===== src/hdl/lir_pkg.sv =====
// ============================================================================
// lir_pkg
// Shared widths, constants and the job record passed from the front end
// through the job queue to the interpolation engine.
// ============================================================================
`default_nettype none

package lir_pkg;

   // Sample and position formats
   localparam int SAMPLE_BITS = 24;
   localparam int FRAC_BITS   = 24;
   localparam int MAX_RUN     = 64;
   localparam int STEP_BITS   = 32;

   // Position holds up to one full step above zero, plus a sign
   localparam int POS_BITS  = STEP_BITS + 1;
   localparam int DIFF_BITS = SAMPLE_BITS + 1;
   localparam int PROD_BITS = FRAC_BITS + 1 + DIFF_BITS;
   localparam int RUN_BITS  = (MAX_RUN > 1) ? $clog2(MAX_RUN) : 1;

   // Job queue sizing
   localparam int QUEUE_DEPTH = 2;
   localparam int QPTR_BITS   = (QUEUE_DEPTH > 1) ? $clog2(QUEUE_DEPTH) : 1;
   localparam int QCNT_BITS   = $clog2(QUEUE_DEPTH + 1);

   // 1.0 in position units, and the smallest step that bounds a run
   localparam longint POS_ONE  = longint'(1) << FRAC_BITS;
   localparam longint STEP_MIN = (POS_ONE + MAX_RUN - 1) / MAX_RUN;

   localparam logic [STEP_BITS-1:0] STEP_RESET    = STEP_BITS'(POS_ONE);
   localparam logic [STEP_BITS-1:0] STEP_MIN_CODE = STEP_BITS'(STEP_MIN);
   localparam logic signed [POS_BITS:0] POS_ONE_EXT = (POS_BITS + 1)'(POS_ONE);

   // One source sample's worth of work for the engine
   typedef struct packed {
      logic signed [SAMPLE_BITS-1:0] prev;
      logic signed [DIFF_BITS-1:0]   diff;
      logic [STEP_BITS-1:0]          step;
   } job_type;

endpackage

`default_nettype wire


===== src/hdl/linear_interp_resampler.sv =====
// ============================================================================
// linear_interp_resampler
// Linear-interpolation sample rate converter with a programmable Q8.24 step.
// ============================================================================
// Each accepted source sample produces zero or more interpolated samples, up
// to 64, and the final one of each run carries rsp_last_of_run. The engine
// delivers one result per clock while a run is in progress and the output
// side is not stalled, and it takes the next job only after it retires the
// current one; results pass through a multiply stage and an output register.
// A two-entry job queue sits between the input side and the engine, so
// req_ready stays high until both entries are taken. csr_write_data sets the
// step (source rate over target rate, reset value 1.0); steps below 1/64 are
// raised to 1/64. Write it only while the block is idle.
// ============================================================================
`default_nettype none

module linear_interp_resampler (
   input  wire logic                                   clock,
   input  wire logic                                   reset,
   input  wire logic                                   req_valid,
   output logic                                        req_ready,
   input  wire logic signed [lir_pkg::SAMPLE_BITS-1:0] req_sample_in,
   output logic                                        rsp_valid,
   input  wire logic                                   rsp_ready,
   output logic signed [lir_pkg::SAMPLE_BITS-1:0]      rsp_sample_out,
   output logic                                        rsp_last_of_run,
   input  wire logic                                   csr_write_enable,
   input  wire logic [lir_pkg::STEP_BITS-1:0]          csr_write_data
);
   import lir_pkg::*;

   logic [STEP_BITS-1:0] rate_step_ff, rate_step_in;
   logic                 push_valid, push_ready;
   job_type              push_job;
   logic                 job_valid, job_pop;
   job_type              job;

   // Step register
   always_comb begin
      rate_step_in = csr_write_enable ? csr_write_data : rate_step_ff;
   end

   always_ff @(posedge clock) begin
      if (reset) begin
         rate_step_ff <= STEP_RESET;
      end else begin
         rate_step_ff <= rate_step_in;
      end
   end

   lir_front u_front (
      .clock         (clock),
      .reset         (reset),
      .req_valid     (req_valid),
      .req_ready     (req_ready),
      .req_sample_in (req_sample_in),
      .rate_step     (rate_step_ff),
      .push_valid    (push_valid),
      .push_ready    (push_ready),
      .push_job      (push_job)
   );

   lir_queue u_queue (
      .clock      (clock),
      .reset      (reset),
      .push_valid (push_valid),
      .push_ready (push_ready),
      .push_job   (push_job),
      .pop_valid  (job_valid),
      .pop_ready  (job_pop),
      .pop_job    (job)
   );

   lir_back u_back (
      .clock           (clock),
      .reset           (reset),
      .job_valid       (job_valid),
      .job_pop         (job_pop),
      .job             (job),
      .rsp_valid       (rsp_valid),
      .rsp_ready       (rsp_ready),
      .rsp_sample_out  (rsp_sample_out),
      .rsp_last_of_run (rsp_last_of_run)
   );

endmodule

`default_nettype wire


===== src/hdl/lir_front.sv =====
// ============================================================================
// lir_front
// Input front end: accepts source samples, tracks the previous sample and
// builds the job record (previous sample, difference, bounded step).
// ============================================================================
`default_nettype none

module lir_front (
   input  wire logic                               clock,
   input  wire logic                               reset,
   input  wire logic                               req_valid,
   output logic                                    req_ready,
   input  wire logic signed [lir_pkg::SAMPLE_BITS-1:0] req_sample_in,
   input  wire logic [lir_pkg::STEP_BITS-1:0]      rate_step,
   output logic                                    push_valid,
   input  wire logic                               push_ready,
   output lir_pkg::job_type                        push_job
);
   import lir_pkg::*;

   logic signed [SAMPLE_BITS-1:0] prior_sample_ff, prior_sample_in;
   logic                          prior_valid_ff, prior_valid_in;
   logic signed [SAMPLE_BITS-1:0] prev;
   logic                          accept;

   // Take a sample whenever the queue has room
   assign req_ready  = push_ready;
   assign push_valid = req_valid;
   assign accept     = req_valid && push_ready;

   // Build the job: first sample stands in for its own predecessor
   always_comb begin
      prev          = prior_valid_ff ? prior_sample_ff : req_sample_in;
      push_job.prev = prev;
      push_job.diff = DIFF_BITS'(req_sample_in) - DIFF_BITS'(prev);
      push_job.step = (rate_step < STEP_MIN_CODE) ? STEP_MIN_CODE : rate_step;
   end

   // Hold the latest sample as the next predecessor
   always_comb begin
      prior_sample_in = prior_sample_ff;
      prior_valid_in  = prior_valid_ff;
      if (accept) begin
         prior_sample_in = req_sample_in;
         prior_valid_in  = 1'b1;
      end
   end

   always_ff @(posedge clock) begin
      if (reset) begin
         prior_sample_ff <= '0;
         prior_valid_ff  <= 1'b0;
      end else begin
         prior_sample_ff <= prior_sample_in;
         prior_valid_ff  <= prior_valid_in;
      end
   end

endmodule

`default_nettype wire


===== src/hdl/lir_queue.sv =====
// ============================================================================
// lir_queue
// Small job FIFO that decouples the front end from the interpolation engine.
// ============================================================================
`default_nettype none

module lir_queue (
   input  wire logic             clock,
   input  wire logic             reset,
   input  wire logic             push_valid,
   output logic                  push_ready,
   input  wire lir_pkg::job_type push_job,
   output logic                  pop_valid,
   input  wire logic             pop_ready,
   output lir_pkg::job_type      pop_job
);
   import lir_pkg::*;

   job_type               entries_ff [QUEUE_DEPTH];
   logic [QPTR_BITS-1:0]  wr_ptr_ff, wr_ptr_in;
   logic [QPTR_BITS-1:0]  rd_ptr_ff, rd_ptr_in;
   logic [QCNT_BITS-1:0]  count_ff, count_in;
   logic                  do_push, do_pop;

   assign push_ready = (count_ff != QCNT_BITS'(QUEUE_DEPTH));
   assign pop_valid  = (count_ff != '0);
   assign pop_job    = entries_ff[rd_ptr_ff];
   assign do_push    = push_valid && push_ready;
   assign do_pop     = pop_valid && pop_ready;

   // Advance pointers with wrap at the queue depth
   always_comb begin
      wr_ptr_in = wr_ptr_ff;
      rd_ptr_in = rd_ptr_ff;
      count_in  = count_ff;
      if (do_push) begin
         wr_ptr_in = (wr_ptr_ff == QPTR_BITS'(QUEUE_DEPTH - 1)) ? '0 : wr_ptr_ff + 1'b1;
      end
      if (do_pop) begin
         rd_ptr_in = (rd_ptr_ff == QPTR_BITS'(QUEUE_DEPTH - 1)) ? '0 : rd_ptr_ff + 1'b1;
      end
      if (do_push && !do_pop) begin
         count_in = count_ff + 1'b1;
      end else if (do_pop && !do_push) begin
         count_in = count_ff - 1'b1;
      end
   end

   always_ff @(posedge clock) begin
      if (reset) begin
         wr_ptr_ff <= '0;
         rd_ptr_ff <= '0;
         count_ff  <= '0;
      end else begin
         wr_ptr_ff <= wr_ptr_in;
         rd_ptr_ff <= rd_ptr_in;
         count_ff  <= count_in;
      end
   end

   // Store the job payload
   always_ff @(posedge clock) begin
      if (do_push) begin
         entries_ff[wr_ptr_ff] <= push_job;
      end
   end

endmodule

`default_nettype wire


===== src/hdl/lir_back.sv =====
// ============================================================================
// lir_back
// Interpolation engine: walks the read position across each job, one result
// per cycle unless stalled, through a multiply stage and an output register.
// ============================================================================
`default_nettype none

module lir_back (
   input  wire logic                                   clock,
   input  wire logic                                   reset,
   input  wire logic                                   job_valid,
   output logic                                        job_pop,
   input  wire lir_pkg::job_type                       job,
   output logic                                        rsp_valid,
   input  wire logic                                   rsp_ready,
   output logic signed [lir_pkg::SAMPLE_BITS-1:0]      rsp_sample_out,
   output logic                                        rsp_last_of_run
);
   import lir_pkg::*;

   // Position clamped to no lower than -1.0 after dropping by 1.0
   function automatic logic signed [POS_BITS-1:0] drop_one(
      input logic signed [POS_BITS:0] value
   );
      logic signed [POS_BITS:0] lowered;
      lowered = value - POS_ONE_EXT;
      if (lowered < -POS_ONE_EXT) begin
         lowered = -POS_ONE_EXT;
      end
      return lowered[POS_BITS-1:0];
   endfunction

   logic signed [POS_BITS-1:0]    pos_ff, pos_in;
   logic [RUN_BITS-1:0]           run_ff, run_in;

   logic                          p_valid_ff, p_valid_in;
   logic signed [DIFF_BITS-1:0]   p_scaled_ff, p_scaled_in;
   logic signed [SAMPLE_BITS-1:0] p_prev_ff, p_prev_in;
   logic                          p_last_ff, p_last_in;

   logic                          rsp_valid_ff, rsp_valid_in;
   logic signed [SAMPLE_BITS-1:0] rsp_sample_ff, rsp_sample_in;
   logic                          rsp_last_ff, rsp_last_in;

   logic                          rsp_advance, p_advance, emit, last;
   logic signed [POS_BITS:0]      pos_ext, step_ext, sum_ext;
   logic [FRAC_BITS-1:0]          frac;
   logic signed [PROD_BITS-1:0]   product;
   logic signed [PROD_BITS-1:0]   product_shr;
   logic signed [DIFF_BITS-1:0]   out_sum;

   assign rsp_valid       = rsp_valid_ff;
   assign rsp_sample_out  = rsp_sample_ff;
   assign rsp_last_of_run = rsp_last_ff;

   assign rsp_advance = !rsp_valid_ff || rsp_ready;
   assign p_advance   = !p_valid_ff || rsp_advance;

   // Fraction between prev and x is pos + 1.0, the low bits of pos
   always_comb begin
      pos_ext     = {pos_ff[POS_BITS-1], pos_ff};
      step_ext    = $signed({{(POS_BITS + 1 - STEP_BITS){1'b0}}, job.step});
      sum_ext     = pos_ext + step_ext;
      frac        = pos_ff[FRAC_BITS-1:0];
      product     = $signed({1'b0, frac}) * job.diff;
      product_shr = product >>> FRAC_BITS;
   end

   // Sequence the run: emit while position is negative, retire on the last result, or at once when there is none
   always_comb begin
      pos_in      = pos_ff;
      run_in      = run_ff;
      job_pop     = 1'b0;
      emit        = 1'b0;
      last        = !sum_ext[POS_BITS] || (run_ff == RUN_BITS'(MAX_RUN - 1));
      if (job_valid) begin
         if (pos_ff[POS_BITS-1]) begin
            if (p_advance) begin
               emit = 1'b1;
               if (last) begin
                  job_pop = 1'b1;
                  pos_in  = drop_one(sum_ext);
                  run_in  = '0;
               end else begin
                  pos_in  = sum_ext[POS_BITS-1:0];
                  run_in  = run_ff + 1'b1;
               end
            end
         end else begin
            job_pop = 1'b1;
            pos_in  = drop_one(pos_ext);
            run_in  = '0;
         end
      end
   end

   // Product stage: hold while the output register is stalled
   always_comb begin
      p_valid_in  = p_valid_ff;
      p_scaled_in = p_scaled_ff;
      p_prev_in   = p_prev_ff;
      p_last_in   = p_last_ff;
      if (p_advance) begin
         p_valid_in  = emit;
         p_scaled_in = product_shr[DIFF_BITS-1:0];
         p_prev_in   = job.prev;
         p_last_in   = last;
      end
   end

   // Output register: add the scaled difference to the previous sample
   always_comb begin
      out_sum       = DIFF_BITS'(p_prev_ff) + p_scaled_ff;
      rsp_valid_in  = rsp_valid_ff;
      rsp_sample_in = rsp_sample_ff;
      rsp_last_in   = rsp_last_ff;
      if (rsp_advance) begin
         rsp_valid_in  = p_valid_ff;
         rsp_sample_in = out_sum[SAMPLE_BITS-1:0];
         rsp_last_in   = p_last_ff;
      end
   end

   always_ff @(posedge clock) begin
      if (reset) begin
         pos_ff       <= '0;
         run_ff       <= '0;
         p_valid_ff   <= 1'b0;
         rsp_valid_ff <= 1'b0;
      end else begin
         pos_ff       <= pos_in;
         run_ff       <= run_in;
         p_valid_ff   <= p_valid_in;
         rsp_valid_ff <= rsp_valid_in;
      end
   end

   always_ff @(posedge clock) begin
      p_scaled_ff   <= p_scaled_in;
      p_prev_ff     <= p_prev_in;
      p_last_ff     <= p_last_in;
      rsp_sample_ff <= rsp_sample_in;
      rsp_last_ff   <= rsp_last_in;
   end

endmodule

`default_nettype wire


===== config.mk =====
export PLATFORM = sky130hd
export DESIGN_NAME = linear_interp_resampler
export DESIGN_NICKNAME = d
export VERILOG_FILES = /design/src/hdl/lir_pkg.sv /design/src/hdl/linear_interp_resampler.sv /design/src/hdl/lir_front.sv /design/src/hdl/lir_queue.sv /design/src/hdl/lir_back.sv
export SDC_FILE = /design/constraint.sdc
export NUM_CORES = 2
export LEC_CHECK = 0
export BUFFER_PORTS_ARGS = -buffer_cell sky130_fd_sc_hd__buf_2
export CORE_MARGIN = 5
export CORE_UTILIZATION = 40
export DETAILED_ROUTE_END_ITERATION = 8
export GPL_ROUTABILITY_DRIVEN = 0
export PLACE_DENSITY = 0.54
export SETUP_SLACK_MARGIN = 0.2
export SLEW_MARGIN = 30
export SYNTH_ARGS = -nofsm -noshare
export SYNTH_HDL_FRONTEND = slang
export SYNTH_SLANG_ARGS = --single-unit

===== constraint.sdc =====
create_clock -name clock -period 10.65 [get_ports clock]
set_clock_uncertainty 0.15 [all_clocks]
set_input_delay 1.5975 -clock clock [delete_from_list [all_inputs] [get_ports clock]]
set_output_delay 1.5975 -clock clock [all_outputs]
set_load 0.005 [all_outputs]

==> results by group <==
Critical path
  • Critical Path Start Type: register
  • CP delay by family, top: adder cells
  • Data required, critical path: around 11,000 ps
  • Crit-path max cell delay: around 700 ps
  • CP max stage cell: a2111oi_0
  • R2R setup slack: between 900 and 1000 ps
  • Critical Path AT: 9810 ps
  • Crit Path Class: register to register
  • Worst path buffer plus inverter count: 6
  • Most used cell, CP: fa_1
  • Crit Path Max Fanout: 23
  • Crit end category: register

Layout
  • Area of the multi-input gates: 23,300 um^2
  • Final cell count without fillers: around 4,700
  • Sequential Area: between 9000 and 10,000 um^2
  • Layout cells sized above 1: a little over 9%
  • Antenna Cells: 0
  • Fillers: ~8,600
  • Final net count: approximately 4,400
  • Area growth syn-to-layout: 8.87%

Placed design
  • Number of port buffers: between 80 and 90
  • Cell count after placement: about 4,700
  • Pre-CTS setup slack: about 940 ps
  • Hpwl dp: between 60,000 and 70,000 um

Synthesis
  • Cells after synthesis: 3,515
  • Cell taking the most area after synthesis: fa_1
  • Top-area cell type share of the netlist area: between 20% and 30%
  • Top FF cell, synth: edfxtp_1
  • Synth warn: 0
  • Post-synth top cells: inv_1 (638), fa_1 (505), nand2_1 (383), ha_1 (280), edfxtp_1 (236)
  • Cell with the most instances after synthesis: inv_1
  • Yosys cell types: between 70 and 80
  • Post-synth ARST share: 0%
  • Synthesized netlist net count: between 4,000 and 5,000
  • Seq/Total Area, Yosys: roughly a quarter
  • Dominant cells by area after synthesis: fa_1 (29%), edfxtp_1 (20%), ha_1 (9.9%)
  • Number of synthesized flops with an enable pin: approximately 240
  • Avg Synthesized Cell Area: roughly 10 um^2
  • Seq cells post-synth: ~340
  • Syn Std Cell Area: 35,400 um^2

Floorplan
  • Die W: 308 um
  • Die Ht: 308 um
  • Die footprint: ~95,000 um^2
  • # IOs: 88
  • Initial Utilization: 40.2%
  • Core footprint: around 88,000 um^2
  • # rows: 109

GRT
  • Largest net degree at the start of global routing: 69
  • GRT overflow: 0
  • M1 GR Usage: a little over a quarter
  • First-pass GRT wire length: around 140,000 um
  • Met2 usage: 32.6%
  • GRT busiest layer: met2
  • Grt met3 use: between 2 and 3%
  • Vias in the first global route: ~25,000
  • Initial antenna violation count: 4
  • Total GRT Usage: a little under a fifth

Clock tree
  • Post-CTS Setup Bufs: 0
  • CTS Hold Bufs: 0
  • Worst skew pair latency: between 500 and 600 ps
  • Clock Tree Buf Depth: 3
  • TritonCTS clock tree: done
  • Clock Tree Root: clkbuf_16
  • Post-CTS sizing: 0
  • CTS Sinks: approximately 340
  • H-tree levels: 2
  • CTS Buf Count: roughly 40
  • Worst-path clk slew: around 60 ps

Drt
  • DR WL/cell: approximately 19 um
  • First drt pass iteration count: 7
  • Routed via count: 23,600
  • Post-route ant nets: 0
  • Vias per cell: 4.98
  • DR iter-0 viols: around 1,200
  • DRT Wirelength: ~89,000 um
  • DRC: 0

Timing
  • Final WS setup: between 900 and 1000 ps
  • Crit share post-route: 90.7%
  • Max-slew headroom at the worst pin: around 34%
  • Fin. max-slew vios: 0
  • Final setup fails: 0
  • Fmax: approximately 100 MHz
  • Final Hold Viols: 0
  • Final min period: between 9000 and 10,000 ps
  • Unrepaired setup endpoints after global routing: no
  • Worst Max-Slew Pin Slew: roughly 990 ps
  • TNS Setup: 0 ps

Power and ir drop
  • Lkg Pwr: about 18 nW
  • Cell Pwr Density: ~230 nW/um^2
  • Tot Pwr: between 0.008 and 0.009 W
  • VDD IR max: 0.133 mV

Flow run
  • MaxCap Viol Count: 0

Worst hold path
  • Hold/Removal Path Class: register to register

Status
  • Status: complete, no violations
[stage by stage]
stage | area, um^2 | util [%] | hold WS [ps]
floorplan | 35400 | - | 250
global placement | 37100 | 42.2 | 291
detailed placement | 37100 | 42.2 | 296
CTS | 38500 | 43.8 | 304
global route | 38500 | 43.8 | 321
finish | 38500 | 43.8 | 304
[layer usage]
metal / vias up / routed length [um]
li1: 11200 / -
met1: 11900 / 40300
met2: 457 / 42500
met3: 101 / 4240
met4: 0 / 1960
met5: - / 0
[flip-flops by register name, indices dropped and copies added, names as in the netlist, named ones only]
signal                   count
u_back.p_prev_ff            24
u_queue.entries_ff         162
u_queue.rd_ptr_ff            1
u_queue.wr_ptr_ff            1
u_back.rsp_last_of_run       1
u_queue.count_ff             2
u_back.p_valid_ff            1
u_back.p_scaled_ff          24
u_back.rsp_sample_out       24
u_front.prior_sample_ff     24
u_back.run_ff                6
u_back.p_last_ff             1
u_back.rsp_valid             1
u_back.pos_ff               33
u_front.prior_valid_ff       1
rate_step_ff                32
[cell usage in the layout, fill, tap and decap left out, drive strengths merged, types with 103 or more instances in the layout]
cell	instances
nor2	150
and2	231
a21oi	105
nand2	383
inv	641
edfxtp	236
buf	143
fa	505
nor2b	104
dfxtp	103
ha	280
[cell type report]
class | count | share of cell area (%)
tap | 1165 | 3.78
multi-input combinational | 2379 | 60.4
timing repair buffer | 143 | 2.22
clock inverter | 20 | 0.422
sequential | 339 | 23.7
clock buffer | 56 | 3.21
inverter | 639 | 6.22
[cells by family (layout without fill, tap and decap cells)]
family	after synthesis	count (layout)	share of synthesized area (%)
AND/OR/NAND/NOR	1023	1023	14.2
buffers and inverters	797	858	8.50
adder cells (fa/ha/maj)	785	785	38.4
flip-flops	339	339	25.8
AO/OA/AOI/OAI	338	338	6.45
multiplexers	134	134	4.06
XOR/XNOR	99	99	2.49
[report_power, final]
group / total [W] / internal [W] / switching, W
sequential: 0.00212 / 0.00190 / 0.000216
clock: 0.00143 / 0.000864 / 0.000564
combinational: 0.00525 / 0.00204 / 0.00321
[path summary, 6_finish.rpt]
| check | to | from | cells past startpoint |
|---|---|---|---|
| worst max-delay path | u_back.p_scaled_ff[23]$_DFFE_PN_ | register | 29 |
| worst min-delay path | u_front.prior_sample_ff[8]$_SDFFE_PP0P_ | u_front.prior_sample_ff[8]$_SDFFE_PP0P_ | 2 |
| worst max register to register | u_back.p_scaled_ff[23]$_DFFE_PN_ | register | 29 |
| worst min register to register | u_front.prior_sample_ff[8]$_SDFFE_PP0P_ | u_front.prior_sample_ff[8]$_SDFFE_PP0P_ | 2 |
[worst register-to-register path: cells and delay by family (launching register included)]
kind | cells | cell delay, ps
muxes | 1 | 710
and+or+nand+nor | 3 | 320
adders and majority gates | 8 | 3810
buffers and inverters | 6 | 740
AOI/OAI and AO/OA | 10 | 2980
DFF | 1 | 580
xor gates and xnor gates | 1 | 130
(Power assumes the default switching activity.)
